$ cat config.mk
export PLATFORM = sky130hd
export DESIGN_NAME = ready_line_read_gate_with_recovery_flat
export DESIGN_NICKNAME = d
export VERILOG_FILES = /design/src/sv/rlg_pkg.sv /design/src/sv/rlg_chan_if.sv /design/src/sv/rlg_csr.sv /design/src/sv/rlg_engine.sv /design/src/sv/ready_line_read_gate_with_recovery.sv /design/src/flat_wrapper.sv
export SDC_FILE = /design/constraint.sdc
export NUM_CORES = 1
export LEC_CHECK = 0
export BUFFER_PORTS_ARGS = -buffer_cell sky130_fd_sc_hd__buf_2
export CAP_MARGIN = 20
export CORE_UTILIZATION = 23
export DETAILED_ROUTE_END_ITERATION = 8
export PLACE_DENSITY_LB_ADDON = 0.12
export SYNTH_ARGS = -nofsm -noshare
export SYNTH_HDL_FRONTEND = slang
export SYNTH_SLANG_ARGS = --single-unit
$ cat constraint.sdc
create_clock -name clock -period 8.7 [get_ports clock]
set_clock_uncertainty 0.2 [all_clocks]
set_input_delay 0.87 -clock clock [delete_from_list [all_inputs] [get_ports clock]]
set_output_delay 0.87 -clock clock [all_outputs]
set_load 0.01 [all_outputs]
$ cat src/sv/rlg_pkg.sv
package rlg_pkg;

   localparam int TS_W     = 32;
   localparam int PERIOD_W = 8;
   localparam int MS_W     = 16;
   localparam int CAP_W    = 4;
   localparam int CSR_W    = 16;
   localparam int CSR_IDX_W = 3;

   typedef enum logic [CSR_IDX_W-1:0] {
      REG_REPORT_PERIOD   = 3'd0,
      REG_SILENCE_FALLBACK = 3'd1,
      REG_WEDGE_TIMEOUT   = 3'd2,
      REG_RESET_SPACING   = 3'd3,
      REG_RESET_ATTEMPT_CAP = 3'd4,
      REG_CALL_GAP        = 3'd5,
      REG_PAD_ABSENT      = 3'd6
   } reg_index_type;

   localparam logic [PERIOD_W-1:0] RST_REPORT_PERIOD    = 8'd10;
   localparam logic [MS_W-1:0]     RST_SILENCE_FALLBACK = 16'd250;
   localparam logic [MS_W-1:0]     RST_WEDGE_TIMEOUT    = 16'd3000;
   localparam logic [MS_W-1:0]     RST_RESET_SPACING    = 16'd10000;
   localparam logic [CAP_W-1:0]    RST_RESET_ATTEMPT_CAP = 4'd3;
   localparam logic [MS_W-1:0]     RST_CALL_GAP         = 16'd500;

   typedef struct packed {
      logic [PERIOD_W-1:0] report_period_ms;
      logic [MS_W-1:0]     silence_fallback_ms;
      logic [MS_W-1:0]     wedge_timeout_ms;
      logic [MS_W-1:0]     reset_spacing_ms;
      logic [CAP_W-1:0]    reset_attempt_cap;
      logic [MS_W-1:0]     call_gap_ms;
      logic                pad_absent;
   } cfg_type;

   typedef struct packed {
      logic read_now;
      logic reset_sensor;
   } result_type;

endpackage

$ cat src/sv/rlg_chan_if.sv
interface rlg_req_if;
   logic                       valid;
   logic                       ready;
   logic [rlg_pkg::TS_W-1:0]   now_ms;
   logic                       ready_level;

   modport source (output valid, output now_ms, output ready_level, input ready);
   modport sink   (input valid, input now_ms, input ready_level, output ready);
endinterface

interface rlg_rsp_if;
   logic valid;
   logic ready;
   logic read_now;
   logic reset_sensor;

   modport source (output valid, output read_now, output reset_sensor, input ready);
   modport sink   (input valid, input read_now, input reset_sensor, output ready);
endinterface

$ cat src/sv/rlg_csr.sv
module rlg_csr (
   input  logic                            clock,
   input  logic                            reset,
   input  logic                            csr_we,
   input  logic [rlg_pkg::CSR_IDX_W-1:0]   csr_index,
   input  logic [rlg_pkg::CSR_W-1:0]       csr_wdata,
   output rlg_pkg::cfg_type                cfg
);

   rlg_pkg::cfg_type cfg_ff;
   rlg_pkg::cfg_type cfg_in;

   always_comb begin
      cfg_in = cfg_ff;
      if (csr_we) begin
         unique case (csr_index)
            rlg_pkg::REG_REPORT_PERIOD:
               cfg_in.report_period_ms = csr_wdata[rlg_pkg::PERIOD_W-1:0];
            rlg_pkg::REG_SILENCE_FALLBACK:
               cfg_in.silence_fallback_ms = csr_wdata;
            rlg_pkg::REG_WEDGE_TIMEOUT:
               cfg_in.wedge_timeout_ms = csr_wdata;
            rlg_pkg::REG_RESET_SPACING:
               cfg_in.reset_spacing_ms = csr_wdata;
            rlg_pkg::REG_RESET_ATTEMPT_CAP:
               cfg_in.reset_attempt_cap = csr_wdata[rlg_pkg::CAP_W-1:0];
            rlg_pkg::REG_CALL_GAP:
               cfg_in.call_gap_ms = csr_wdata;
            rlg_pkg::REG_PAD_ABSENT:
               cfg_in.pad_absent = csr_wdata[0];
            default: ;
         endcase
      end
   end

   always_ff @(posedge clock) begin
      if (reset) begin
         cfg_ff.report_period_ms    <= rlg_pkg::RST_REPORT_PERIOD;
         cfg_ff.silence_fallback_ms <= rlg_pkg::RST_SILENCE_FALLBACK;
         cfg_ff.wedge_timeout_ms    <= rlg_pkg::RST_WEDGE_TIMEOUT;
         cfg_ff.reset_spacing_ms    <= rlg_pkg::RST_RESET_SPACING;
         cfg_ff.reset_attempt_cap   <= rlg_pkg::RST_RESET_ATTEMPT_CAP;
         cfg_ff.call_gap_ms         <= rlg_pkg::RST_CALL_GAP;
         cfg_ff.pad_absent          <= 1'b0;
      end else begin
         cfg_ff <= cfg_in;
      end
   end

   assign cfg = cfg_ff;

endmodule

$ cat src/sv/rlg_engine.sv
module rlg_engine (
   input  logic                         clock,
   input  logic                         reset,
   input  logic                         step,
   input  logic [rlg_pkg::TS_W-1:0]     now_ms,
   input  logic                         ready_level,
   input  rlg_pkg::cfg_type             cfg,
   output rlg_pkg::result_type          result
);

   localparam int TS_W = rlg_pkg::TS_W;
   localparam int PW   = rlg_pkg::PERIOD_W;

   logic [TS_W-1:0]          edge_stamp_ff, edge_stamp_in;
   logic [TS_W-1:0]          read_stamp_ff, read_stamp_in;
   logic [TS_W-1:0]          reset_stamp_ff, reset_stamp_in;
   logic [TS_W-1:0]          call_stamp_ff;
   logic [rlg_pkg::CAP_W-1:0] attempt_ff, attempt_in, attempt_eff;
   logic                     prev_ready_ff, prev_ready_in;

   logic [TS_W-1:0] el_call, el_read, el_edge, el_reset;
   logic [TS_W-1:0] edge_base, edge_eff;
   logic [PW:0]     poll_period, double_period;
   logic [PW-1:0]   floor_period;
   logic            rise, want, do_read, do_reset, read_poll;

   always_comb begin
      poll_period   = {1'b0, cfg.report_period_ms} + (PW+1)'(1);
      double_period = {cfg.report_period_ms, 1'b0};
      floor_period  = (cfg.report_period_ms == '0) ? '0
                      : cfg.report_period_ms - PW'(1);

      el_call   = now_ms - call_stamp_ff;
      edge_base = (el_call > TS_W'(cfg.call_gap_ms)) ? now_ms : edge_stamp_ff;
      el_read   = now_ms - read_stamp_ff;
      read_poll = el_read >= TS_W'(poll_period);

      rise        = ready_level & ~prev_ready_ff;
      edge_eff    = rise ? now_ms : edge_base;
      attempt_eff = rise ? '0 : attempt_ff;
      el_edge     = now_ms - edge_eff;
      el_reset    = now_ms - reset_stamp_ff;

      if (ready_level) begin
         want = rise | (el_read >= TS_W'(double_period));
      end else begin
         want = (el_edge > TS_W'(cfg.silence_fallback_ms)) & read_poll;
      end

      if (cfg.pad_absent) begin
         do_read  = read_poll;
         do_reset = 1'b0;
      end else begin
         do_read  = want & (el_read >= TS_W'(floor_period));
         do_reset = ~do_read
                    & (el_edge > TS_W'(cfg.wedge_timeout_ms))
                    & (attempt_eff < cfg.reset_attempt_cap)
                    & (el_reset > TS_W'(cfg.reset_spacing_ms));
      end

      read_stamp_in  = do_read ? now_ms : read_stamp_ff;
      reset_stamp_in = do_reset ? now_ms : reset_stamp_ff;
      if (cfg.pad_absent) begin
         edge_stamp_in = edge_base;
         attempt_in    = attempt_ff;
         prev_ready_in = prev_ready_ff;
      end else begin
         edge_stamp_in = do_reset ? now_ms : edge_eff;
         attempt_in    = do_reset ? attempt_eff + rlg_pkg::CAP_W'(1) : attempt_eff;
         prev_ready_in = ready_level;
      end

      result.read_now     = do_read;
      result.reset_sensor = do_reset;
   end

   always_ff @(posedge clock) begin
      if (reset) begin
         edge_stamp_ff  <= '0;
         read_stamp_ff  <= '0;
         reset_stamp_ff <= '0;
         call_stamp_ff  <= '0;
         attempt_ff     <= '0;
         prev_ready_ff  <= 1'b0;
      end else if (step) begin
         edge_stamp_ff  <= edge_stamp_in;
         read_stamp_ff  <= read_stamp_in;
         reset_stamp_ff <= reset_stamp_in;
         call_stamp_ff  <= now_ms;
         attempt_ff     <= attempt_in;
         prev_ready_ff  <= prev_ready_in;
      end
   end

endmodule

$ cat src/sv/ready_line_read_gate_with_recovery.sv
// Ready-line read gate with wedge recovery. Each request transaction carries a
// wrapping millisecond timestamp and the sampled ready line; each one yields
// exactly one response transaction telling whether to read a sensor report now
// (read_now) or to pulse the sensor reset and reinitialize it (reset_sensor),
// never both. Reads follow rising edges, a line held high for two report
// periods, or timed polling after silence, floored at one report period less
// one ms; with pad_absent set the block only polls on a timer. It takes one
// transaction per clock cycle unless the response side stalls; a request passes
// the input register, then the combinational decision and state update, then
// the result register. The user must write registers through the csr port only
// while idle; the block itself does not enforce this.
module ready_line_read_gate_with_recovery (
   input  logic                           clock,
   input  logic                           reset,
   rlg_req_if.sink                        req_bus,
   rlg_rsp_if.source                      rsp_bus,
   input  logic                           csr_we,
   input  logic [rlg_pkg::CSR_IDX_W-1:0]  csr_index,
   input  logic [rlg_pkg::CSR_W-1:0]      csr_wdata
);

   rlg_pkg::cfg_type    cfg;
   rlg_pkg::result_type result;

   logic                     in_valid_ff;
   logic [rlg_pkg::TS_W-1:0] in_now_ff;
   logic                     in_level_ff;
   logic                     out_valid_ff;
   rlg_pkg::result_type      out_ff;
   logic                     advance;

   assign advance       = in_valid_ff & (~out_valid_ff | rsp_bus.ready);
   assign req_bus.ready = ~in_valid_ff | advance;

   rlg_csr u_csr (
      .clock     (clock),
      .reset     (reset),
      .csr_we    (csr_we),
      .csr_index (csr_index),
      .csr_wdata (csr_wdata),
      .cfg       (cfg)
   );

   rlg_engine u_engine (
      .clock       (clock),
      .reset       (reset),
      .step        (advance),
      .now_ms      (in_now_ff),
      .ready_level (in_level_ff),
      .cfg         (cfg),
      .result      (result)
   );

   always_ff @(posedge clock) begin
      if (reset) begin
         in_valid_ff  <= 1'b0;
         out_valid_ff <= 1'b0;
      end else begin
         if (req_bus.ready) begin
            in_valid_ff <= req_bus.valid;
         end
         if (advance) begin
            out_valid_ff <= 1'b1;
         end else if (rsp_bus.ready) begin
            out_valid_ff <= 1'b0;
         end
      end
   end

   always_ff @(posedge clock) begin
      if (req_bus.valid && req_bus.ready) begin
         in_now_ff   <= req_bus.now_ms;
         in_level_ff <= req_bus.ready_level;
      end
      if (advance) begin
         out_ff <= result;
      end
   end

   assign rsp_bus.valid        = out_valid_ff;
   assign rsp_bus.read_now     = out_ff.read_now;
   assign rsp_bus.reset_sensor = out_ff.reset_sensor;

endmodule

$ cat src/flat_wrapper.sv
// flat-port wrapper written by rule: the top's interface ports become plain ports
module ready_line_read_gate_with_recovery_flat 
  (clock, reset, csr_we, csr_index, csr_wdata, req_bus_valid, req_bus_now_ms, req_bus_ready_level, req_bus_ready, rsp_bus_valid, rsp_bus_read_now, rsp_bus_reset_sensor, rsp_bus_ready);
  rlg_req_if req_bus_i ();
  rlg_rsp_if rsp_bus_i ();
  input  logic clock;
  input  logic reset;
  input  logic csr_we;
  input  logic [rlg_pkg::CSR_IDX_W-1:0] csr_index;
  input  logic [rlg_pkg::CSR_W-1:0] csr_wdata;
  input wire logic [$bits(req_bus_i.valid)-1:0] req_bus_valid;
  input wire logic [$bits(req_bus_i.now_ms)-1:0] req_bus_now_ms;
  input wire logic [$bits(req_bus_i.ready_level)-1:0] req_bus_ready_level;
  output wire logic [$bits(req_bus_i.ready)-1:0] req_bus_ready;
  output wire logic [$bits(rsp_bus_i.valid)-1:0] rsp_bus_valid;
  output wire logic [$bits(rsp_bus_i.read_now)-1:0] rsp_bus_read_now;
  output wire logic [$bits(rsp_bus_i.reset_sensor)-1:0] rsp_bus_reset_sensor;
  input wire logic [$bits(rsp_bus_i.ready)-1:0] rsp_bus_ready;
  assign req_bus_i.valid = req_bus_valid;
  assign req_bus_i.now_ms = req_bus_now_ms;
  assign req_bus_i.ready_level = req_bus_ready_level;
  assign req_bus_ready = req_bus_i.ready;
  assign rsp_bus_valid = rsp_bus_i.valid;
  assign rsp_bus_read_now = rsp_bus_i.read_now;
  assign rsp_bus_reset_sensor = rsp_bus_i.reset_sensor;
  assign rsp_bus_i.ready = rsp_bus_ready;
  ready_line_read_gate_with_recovery u_core (.clock(clock), .reset(reset), .req_bus(req_bus_i), .rsp_bus(rsp_bus_i), .csr_we(csr_we), .csr_index(csr_index), .csr_wdata(csr_wdata));
endmodule
==> results_dict.tcl, run 1 <==
set metrics [dict create \
    status "completed" \
    tns_ns 0 \
    synth.area.top_cells "dfxtp_1 (21%), ha_1 (13%), mux2i_1 (6.8%), nand2_1 (5.9%), a21oi_1 (5.9%)" \
    drtAntennaViolNets 0 \
    dp_hpwl_um 60600 \
    seqCellArea_mm2 0.00530 \
    rsz0062_at_grt "yes" \
    wl_um 77600 \
    cpMaxStageDelayCell "or4_4" \
    syn_inst 2607 \
    crit_arrival_ns 8.75 \
    drive_gt1_share_pct 18.3 \
    vias 19411 \
    areaGrowthSynthToFinish_pct 26.7 \
    crit_path_end_kind "flop" \
    hold_class "flop to flop" \
    max_freq_mhz 117 \
    cts.sinks 247 \
    hold_viol_final 0 \
    maxCapViolCount 0 \
    cts_max_level 2 \
    cts.root.buffer_cell "clkbuf_16" \
    syn_area_mm2 0.0204 \
    required_ns 8.91 \
    rrSetupSlack_ns 0.16 \
    total_power_mw 3.90 \
    max_slew_margin_pct 20.8 \
    antenna_cells 0 \
    whs_ns 0.252 \
    synth_top_area_share_pct 20.8 \
    grt_pass1_wl_um 115000 \
    final_util_pct 29.6 \
    cpMostUsedCell "a21oi_2" \
    firstDrtPassIters 5 \
    clk_latency_ns 0.57 \
    gp_congestion 0.869 \
    finalCritPeriodShare_pct 98.1 \
    ys_ff_latch 247 \
    cp-startpoint "u_core.in_now_ff[1]$_DFFE_PP_" \
    nets 3145 \
    r2r-end "u_core.u_engine.reset_stamp_ff[14]$_SDFFE_PP0P_" \
    synthArstFlopShare_pct 0 \
    ys_types 93 \
    cts_tree "yes" \
    crit_type "flop to flop" \
    core_mm2 0.0873 \
    die_area_mm2 0.0898 \
    antenna_found_initial 0 \
    cts.clk_slew.worst_paths_ns 0.05 \
    port_buffers 60 \
    ir_drop_mv 0.129 \
    die_height_um 300 \
    die-width_um 300 \
    worstMarginPinSlew_ns 1.19 \
    grt_max_degree 93 \
    wl_per_cell_um 19.1 \
    std_cell_rows 108 \
    initial_core_util_pct 23.3 \
    fin_ws_ns 0.164 \
    critPathMaxStageDelay_ns 0.50 \
    vias_per_cell 4.79 \
    final.min_clock_period_ns 8.54 \
    setup_violations 0 \
    seq_area_frac_synth_pct 26.0 \
    startpoint_type "flop" \
    crit_fanout 8 \
    route.detailed.drc 0 \
    synth_ff_type "dfxtp_1" \
    r2r_cells 45 \
    p_leak_nw 10.5 \
    hold-path-cell-count 2 \
    track_usage_pct 16.6 \
    yosys_warnings 0 \
    multi_input_area_mm2 0.0144 \
    ios 61 \
    synth_edf_count 35 \
    synth_top_area_cell "dfxtp_1" \
    power_density_mw_per_mm2 151 \
    overflow 0 \
    maxSlewViolCount 0 \
    cts.hold.buffers_added 0 \
    drt_iter0_drc 1071 \
    cts_buffer_depth 3 \
    fillCellCount 9476 \
    cp-endpoint "u_core.u_engine.reset_stamp_ff[14]$_SDFFE_PP0P_" \
    grt_pass1_vias 19157 \
    synth.net_count 2876 \
    place_worst_setup_slack_ns -0.508 \
    numCtsBuffers 34 \
    r2r_start "u_core.in_now_ff[1]$_DFFE_PP_" \
    syn_area_per_cell_um2 7.82 \
]
worst min-delay path by stage:
stage | start | to | slack [ns]
floorplan | u_core.u_csr.cfg[10]$_SDFFE_PP0P_ | u_core.u_csr.cfg[10]$_SDFFE_PP0P_ | 0.24
CTS | req_bus_now_ms[3] | u_core.in_now_ff[3]$_DFFE_PP_ | 0.23
global route | req_bus_now_ms[3] | u_core.in_now_ff[3]$_DFFE_PP_ | 0.25
global placement | u_core.u_engine.call_stamp_ff[4]$_SDFFE_PP0P_ | u_core.u_engine.call_stamp_ff[4]$_SDFFE_PP0P_ | 0.24
finish | u_core.u_engine.call_stamp_ff[4]$_SDFFE_PP0P_ | u_core.u_engine.call_stamp_ff[4]$_SDFFE_PP0P_ | 0.25
detailed placement | u_core.u_csr.cfg[24]$_SDFFE_PP0P_ | u_core.u_csr.cfg[24]$_SDFFE_PP0P_ | 0.25
metrics by stage:
step	instance area, um2	instances
CTS	24900	4021
finish	25800	4055
global route	25800	4055
floorplan	20400	2607
detailed placement	23500	3958
global placement	23500	3957
placed cells by master (no fill, tap or decap), types with 12 or more instances in the layout:
| master | Yosys | final |
|---|---|---|
| a21oi_1 | 239 | 218 |
| o21ai_0 | 104 | 87 |
| a211o_1 | 26 | 26 |
| a31oi_1 | 15 | 14 |
| a21o_1 | 50 | 50 |
| a21oi_2 | 2 | 23 |
| ha_1 | 209 | 200 |
| buf_6 | 5 | 12 |
| edfxtp_1 | 35 | 35 |
| inv_1 | 226 | 224 |
| a21boi_0 | 14 | 14 |
| nand2_1 | 319 | 316 |
| nor2_1 | 184 | 180 |
| nand3_1 | 40 | 40 |
| buf_2 | 15 | 59 |
| clkbuf_16 | 0 | 41 |
| dfxtp_1 | 212 | 211 |
| o21a_1 | 32 | 30 |
| nand4_1 | 42 | 42 |
| o21bai_1 | 21 | 21 |
| mux2i_1 | 139 | 129 |
| xor2_1 | 24 | 22 |
| and3_1 | 23 | 20 |
| o21ai_1 | 4 | 15 |
| xnor2_1 | 50 | 49 |
| and2_1 | 25 | 25 |
| o211ai_1 | 17 | 17 |
| buf_4 | 0 | 252 |
| nand2b_1 | 148 | 147 |
| nor3_1 | 38 | 34 |
| nor2b_1 | 43 | 41 |
| nor4_1 | 21 | 16 |
critical path: cells and delay by family (launching register included):
| family | cells | cell delay [ns] |
|---|---|---|
| multiplexers | 1 | 0.19 |
| AND/OR/NAND/NOR | 13 | 2.22 |
| AO/OA/AOI/OAI | 19 | 2.85 |
| flip-flops | 1 | 0.41 |
| adder cells (fa/ha/maj) | 4 | 1.11 |
| buffers and inverters | 6 | 0.96 |
| XOR/XNOR | 2 | 0.42 |
logic make-up after synthesis:
logic type | share of synthesized area, %
buffers and inverters | 6.61
AND/OR/NAND/NOR | 23.4
multiplexers | 7.22
XOR/XNOR | 3.18
flip-flops | 26.0
adder cells (fa/ha/maj) | 13.4
AO/OA/AOI/OAI | 20.1
layer usage:
layer	global-route usage [%]	vias to the layer above	share of wire, %
li1	-	9730	-
met1	21.1	9291	45
met2	30.0	314	50
met3	1.72	76	3.1
met4	3.71	0	2.4
met5	0	-	0
cell usage after synthesis, drive strengths merged (21+ instances only):
cell,count
nand4,44
and2,26
dfxtp,212
nand2b,148
a21oi,242
mux2i,139
nor4,23
o21a,32
inv,226
ha,209
buf,28
o21bai,21
o21ai,110
nor3,38
nand3,40
xnor2,50
nor2b,43
xor2,24
nor2,184
nand2,319
clkbuf,76
edfxtp,35
and3,23
a211o,26
a21o,50
sequential cells by signal (all words and copies together) (netlist names), 4 cells and up:
register                        flops
u_core.in_now_ff                   32
u_core.u_csr.cfg                   77
u_core.u_engine.attempt_ff          4
u_core.u_engine.call_stamp_ff      32
u_core.u_engine.edge_stamp_ff      32
u_core.u_engine.read_stamp_ff      32
u_core.u_engine.reset_stamp_ff     32
where the power goes:
part / switching (mW) / internal [mW]
logic: 0.713 / 0.514
registers: 0.0317 / 1.20
clock network: 0.590 / 0.853
total: 1.33 / 2.57
repair_timing:
| item | 4_1_cts | 5_1_grt |
|---|---|---|
| setup endpoints to repair | 101 | 102 |
| pin swaps | 16 | 69 |
| hold endpoints to repair | 0 | 0 |
| resized for setup | 36 | 123 |
| setup buffers | 2 | 29 |
| gates cloned | 1 | 7 |
cell type report:
class	instances	share of cell area, %
sequential	247	20.5
tap	1155	5.60
inverter	226	3.29
clock inverter	8	0.446
multi-input combinational	2030	55.9
timing repair buffer	337	10.2
clock buffer	52	3.99
Power figures use the tool's default switching activity.
==> run 2: changes to the inputs <==
- CAP_MARGIN: 20 -> 40
- CORE_MARGIN: unset -> 2
- PLACE_DENSITY: unset -> 0.41
- PLACE_DENSITY_LB_ADDON: 0.12 -> unset
==> run 2 against run 1 <==
Net effect:
- worst setup slack worse by 0.088 ns
- non-clock buffer count fell by 32
- core utilization shrank 1.0 points
- hold slack lost 0.018 ns
- flip-flop and latch count unchanged
- largest cell class unchanged
==> results_dict.tcl, run 2 (same netlist as run 1, synthesis figures left out) <==
set metrics [dict create \
    status "completed" \
    cpMostUsedCell "buf_4" \
    port_buffers 60 \
    grt_pass1_vias 18654 \
    antenna_found_initial 0 \
    crit_type "flop to flop" \
    maxCapViolCount 0 \
    p_leak_nw 10.2 \
    cts.hold.buffers_added 0 \
    fillCellCount 9729 \
    critPathMaxStageDelay_ns 0.55 \
    critical_path_buf_inv_count 9 \
    drt_iter0_drc 1074 \
    rsz0062_at_grt "yes" \
    setup_violations 0 \
    cts_tree "yes" \
    finalCritPeriodShare_pct 99.1 \
    total_power_mw 3.75 \
    largest_register_ff_count 77 \
    tns_ns 0 \
    crit_arrival_ns 8.94 \
    cpMaxStageDelayCell "or4_4" \
    grt_max_degree 90 \
    ios 61 \
    die_area_mm2 0.0910 \
    clk_latency_ns 0.62 \
    final.min_clock_period_ns 8.62 \
    ir_drop_mv 0.151 \
    route.detailed.drc 0 \
    std_cell_rows 109 \
    numCtsBuffers 31 \
    cts_max_level 1 \
    die_height_um 302 \
    max_freq_mhz 116 \
    cts_buffer_depth 3 \
    cts.clk_slew.worst_paths_ns 0.07 \
    firstDrtPassIters 4 \
    hold_class "input port to flop" \
    required_ns 9.02 \
    dp_hpwl_um 57300 \
    drive_gt1_share_pct 16.2 \
    gp_congestion 0.881 \
    power_density_mw_per_mm2 149 \
    wl_um 72900 \
    hold_viol_final 0 \
    worstMarginPinSlew_ns 0.897 \
    core_mm2 0.0881 \
    nets 3110 \
    wl_per_cell_um 18.1 \
    startpoint_type "flop" \
    maxSlewViolCount 0 \
    overflow 0 \
    grt_pass1_wl_um 111000 \
    vias_per_cell 4.72 \
    drtAntennaViolNets 0 \
    cts.sinks 247 \
    max_slew_margin_pct 39.6 \
    mostFrequentLayoutCells "nand2_1 (316), inv_1 (225), a21oi_1 (224)" \
    areaGrowthSynthToFinish_pct 23.5 \
    critPathTopFamily "compound AO/OA/AOI/OAI gates" \
    crit_path_end_kind "flop" \
    crit_fanout 13 \
    layout_commonest_cell "nand2_1" \
    vias 19039 \
    initial_core_util_pct 23.1 \
    cts.root.buffer_cell "clkbuf_16" \
    track_usage_pct 15.6 \
    die-width_um 302 \
]
[run 2: area by class of cell]
cell class / count / area [um2] / share of cell area [%]
inverter: 226 / 848 / 3.37
multi-input combinational: 2030 / 14100 / 56.0
sequential: 247 / 5300 / 21.0
clock inverter: 20 / 211 / 0.840
clock buffer: 38 / 842 / 3.35
timing repair buffer: 305 / 2410 / 9.59
tap: 1165 / 1460 / 5.79
antenna: 1 / 2.50 / 0.00994
[run 2: repair_timing]
action | in CTS | in global routing
resized for setup | 22 | 75
endpoints found under the hold margin | 0 | 0
gates cloned | 1 | 6
pin swaps | 12 | 36
endpoints found under the setup margin | 101 | 102
buffers inserted | 5 | 8
[run 2: worst reg2reg max path: cells and delay by family (launching register included)]
kind / cells / cell delay (ns)
xor gates and xnor gates: 1 / 0.13
and+or+nand+nor: 12 / 2.03
muxes: 2 / 0.44
AOI/OAI and AO/OA: 16 / 2.87
buffers and inverters: 9 / 1.44
adders and majority gates: 4 / 1.04
DFF: 1 / 0.37
[run 2: path summary, 6_finish.rpt]
kind	from	slack [ns]	depth (start not counted)	end
worst min-delay path	req_bus_now_ms[2]	0.23	1	u_core.in_now_ff[2]$_DFFE_PP_
worst max-delay path	u_core.in_now_ff[0]$_DFFE_PP_	0.08	44	u_core.u_engine.edge_stamp_ff[22]$_SDFFE_PP0P_
worst max register to register	u_core.in_now_ff[0]$_DFFE_PP_	0.08	44	u_core.u_engine.edge_stamp_ff[22]$_SDFFE_PP0P_
worst min register to register	u_core.u_engine.call_stamp_ff[8]$_SDFFE_PP0P_	0.25	2	u_core.u_engine.call_stamp_ff[8]$_SDFFE_PP0P_
[run 2: power breakdown]
part,total (mW),internal (mW),switching [mW]
Clock,1.35,0.782,0.572
Sequential,1.23,1.20,0.0298
Combinational,1.17,0.484,0.684
[run 2: layer usage]
layer	routed length (um)	track usage, %	up-vias
met5	0	0	-
met4	1900	4.14	0
met3	2050	1.14	82
met2	35400	27.5	272
met1	33600	20.4	9024
li1	-	-	9661
[run 2: per-stage QoR]
| stage | setup slack (ns) | hold slack (ns) | area, um2 | cells | utilization [%] |
|---|---|---|---|---|---|
| after floorplan | 0.0211 | 0.236 | 20400 | 2607 | - |
| after global placement | -0.128 | 0.245 | 23400 | 3948 | 26.6 |
| after detailed placement | -0.255 | 0.247 | 23500 | 3953 | 26.6 |
| after CTS | 0.0244 | 0.193 | 24700 | 4017 | 28.0 |
| after global routing | -0.515 | 0.196 | 25200 | 4031 | 28.6 |
| final | 0.0754 | 0.235 | 25200 | 4032 | 28.6 |
==> run 3: changes to the inputs <==
- SYNTH_HIERARCHICAL: unset -> 1
==> run 3 against run 2 <==
Net effect:
- global-route usage rose by 0.99 points
- cell count rose by 1.1%
- via count rose by 3.4%
- final area rose by 5.5%
- core utilization rose by 1.6 points
- routed wire length rose by 5.1%
- power rose by 3.4%
- die area barely moved
- largest power group unchanged
- the run now ends with negative setup slack left
==> results_dict.tcl, run 3 <==
set metrics [dict create \
    vias_per_cell 4.83 \
    clk_latency_ns 0.55 \
    wl_per_cell_um 18.8 \
    layout_commonest_cell "buf_4" \
    synth_top_area_cell "dfxtp_1" \
    fin_ws_ns -0.606 \
    nets 3156 \
    cts_buffer_depth 3 \
    hold_end "u_core/u_engine/edge_stamp_ff[31]$_SDFFE_PP0P_" \
    core_mm2 0.0881 \
    route.detailed.drc 0 \
    die_height_um 302 \
    fillCellCount 9489 \
    firstDrtPassIters 5 \
    hold-path-cell-count 2 \
    critical_path_buf_inv_count 6 \
    crit_path_end_kind "flop" \
    place_area_mm2 0.0244 \
    startpoint_type "flop" \
    max_slew_margin_pct 36.2 \
    track_usage_pct 16.6 \
    r2r_start "u_core/in_now_ff[4]$_DFFE_PP_" \
    vias 19691 \
    worstMarginPinSlew_ns 0.956 \
    synth_compound_area_share_pct 19.9 \
    largest_register_ff_count 77 \
    synth_ff_type "dfxtp_1" \
    synth.area.top_cells "dfxtp_1 (21%), ha_1 (13%), mux2i_1 (9.9%), edfxtp_1 (5.2%), nor2_1 (5.1%)" \
    max_freq_mhz 107 \
    numCtsBuffers 35 \
    grt_max_degree 73 \
    stdcell_area_mm2 0.0265 \
    violations "negative setup slack" \
    std_cell_rows 109 \
    drive_gt1_share_pct 20.6 \
    setup_violations 102 \
    antenna_cells 0 \
    cts.sinks 247 \
    cpMaxStageDelayCell "or4_1" \
    rsz0062_at_grt "yes" \
    synthArstFlopShare_pct 0 \
    finalCritPeriodShare_pct 107 \
    cts_tree "yes" \
    cts_max_level 2 \
    synthXorXnorAreaFrac_pct 3.52 \
    syn_area_mm2 0.0204 \
    hp-start "u_core/u_engine/edge_stamp_ff[31]$_SDFFE_PP0P_" \
    seq_area_frac_synth_pct 26.0 \
    yosys.area_share.simple_pct 20.8 \
    drtAntennaViolNets 0 \
    tns_ns -50.77 \
    wl_um 76600 \
    port_buffers 60 \
    die_area_mm2 0.0910 \
    ios 61 \
    whs_ns 0.276 \
    status "finished, violations left" \
    final.min_clock_period_ns 9.31 \
    areaGrowthSynthToFinish_pct 30.2 \
    synth_top_area_share_pct 20.8 \
    muxShareOfSynthArea_pct 10.0 \
    cts.clk_slew.worst_paths_ns 0.06 \
    drt_iter0_drc 1015 \
    synth.net_count 2800 \
    gp_congestion 0.885 \
    die-width_um 302 \
    critPathTopFamily "simple AND/OR/NAND/NOR gates" \
    crit_arrival_ns 9.50 \
    hold_viol_final 0 \
    required_ns 8.89 \
    hold_class "flop to flop" \
    syn_inst 2531 \
    cts.root.buffer_cell "clkbuf_16" \
    synth-adder-area-share_pct 13.3 \
    power_density_mw_per_mm2 146 \
    r2r_cells 42 \
    syn_area_per_cell_um2 8.06 \
    maxCapViolCount 0 \
    crit_type "flop to flop" \
    antenna_found_initial 4 \
    ys_ff_latch 247 \
    yosys_warnings 6 \
    synth_edf_count 35 \
    grt_pass1_vias 20067 \
    ys_types 86 \
    dp_hpwl_um 58900 \
    crit_fanout 5 \
    grt_pass1_wl_um 117000 \
    mostFrequentLayoutCells "buf_4 (331), nor2_1 (276), inv_1 (222)" \
    initial_core_util_pct 23.1 \
    overflow 0 \
    yosysMostFrequentCell "nor2_1" \
    rrSetupSlack_ns -0.61 \
    r2r-end "u_core/u_engine/reset_stamp_ff[26]$_SDFFE_PP0P_" \
    synth_common_cells "nor2_1 (278), inv_1 (225), dfxtp_1 (212)" \
    synth_top_family_by_area "simple AND/OR/NAND/NOR gates" \
    p_leak_nw 11.2 \
    maxSlewViolCount 0 \
    ir_drop_mv 0.0935 \
    critPathMaxStageDelay_ns 0.51 \
    cts.hold.buffers_added 0 \
]
-- run 3: worst max-delay path by stage --
stage / startpoint / endpoint / slack [ns] / cells after the start
global route: u_core/in_now_ff[4]$_DFFE_PP_ / u_core/u_engine/edge_stamp_ff[1]$_SDFFE_PP0P_ / -1.09 / 52
finish: u_core/in_now_ff[4]$_DFFE_PP_ / u_core/u_engine/reset_stamp_ff[26]$_SDFFE_PP0P_ / -0.61 / 42
floorplan: u_core/in_now_ff[4]$_DFFE_PP_ / u_core/u_engine/reset_stamp_ff[10]$_SDFFE_PP0P_ / -0.33 / 50
detailed placement: u_core/in_now_ff[0]$_DFFE_PP_ / u_core/u_engine/edge_stamp_ff[0]$_SDFFE_PP0P_ / -1.05 / 45
CTS: u_core/in_now_ff[1]$_DFFE_PP_ / u_core/u_engine/read_stamp_ff[15]$_SDFFE_PP0P_ / -0.82 / 54
global placement: u_core/in_now_ff[4]$_DFFE_PP_ / u_core/u_engine/edge_stamp_ff[0]$_SDFFE_PP0P_ / -0.82 / 41
-- run 3: area by class of cell --
type,instances,area (um2),area share (%)
clock buffers,50,1000,3.79
clock inverters,13,129,0.486
inverters,226,851,3.21
multi-input cells,1945,14300,53.8
flip-flops and latches,247,5300,20.0
well taps,1165,1460,5.49
repair buffers,432,3520,13.2
-- run 3: report_power, final --
group	leakage (nW)	total (mW)	switching, mW	internal [mW]
clock	0.555	1.45	0.584	0.867
combinational	8.56	1.20	0.664	0.533
sequential	2.06	1.23	0.0337	1.20
total	11.2	3.88	1.28	2.60
-- run 3: per-layer routing --
metal	up-vias	track usage (%)	routed length, um
met3	88	2.21	2780
met4	0	4.36	1870
met2	330	28.9	36700
met1	9488	21.4	35300
li1	9785	-	-
met5	-	0	0
-- run 3: cells by family after synthesis --
family,Yosys count
adders and majority gates,215
buffers and inverters,339
DFF,247
xor gates and xnor gates,82
and+or+nand+nor,843
AOI/OAI and AO/OA,601
muxes,204
-- run 3: timing repair --
item | CTS | global route
setup buffers | 20 | 11
resized for setup | 71 | 58
pin swaps | 58 | 30
cloned | 10 | 1
endpoints found under the setup margin | 102 | 102
-- run 3: worst reg2reg max path: cells and delay by family, from the launching register on --
family	cells	cell delay [ns]
muxes	1	0.20
AOI/OAI and AO/OA	11	2.37
adders and majority gates	4	1.03
buffers and inverters	6	0.89
xor gates and xnor gates	2	0.28
and+or+nand+nor	18	3.76
DFF	1	0.43
-- run 3: metrics by stage --
step	setup WS (ns)	power (mW)	instances	util, %
after floorplan	-0.326	1.93	2531	-
after global placement	-0.820	2.40	3973	27.6
after detailed placement	-1.05	2.41	3979	27.7
after CTS	-0.815	3.92	4072	29.8
after global routing	-1.09	4.11	4078	30.1
final	-0.606	3.88	4078	30.1
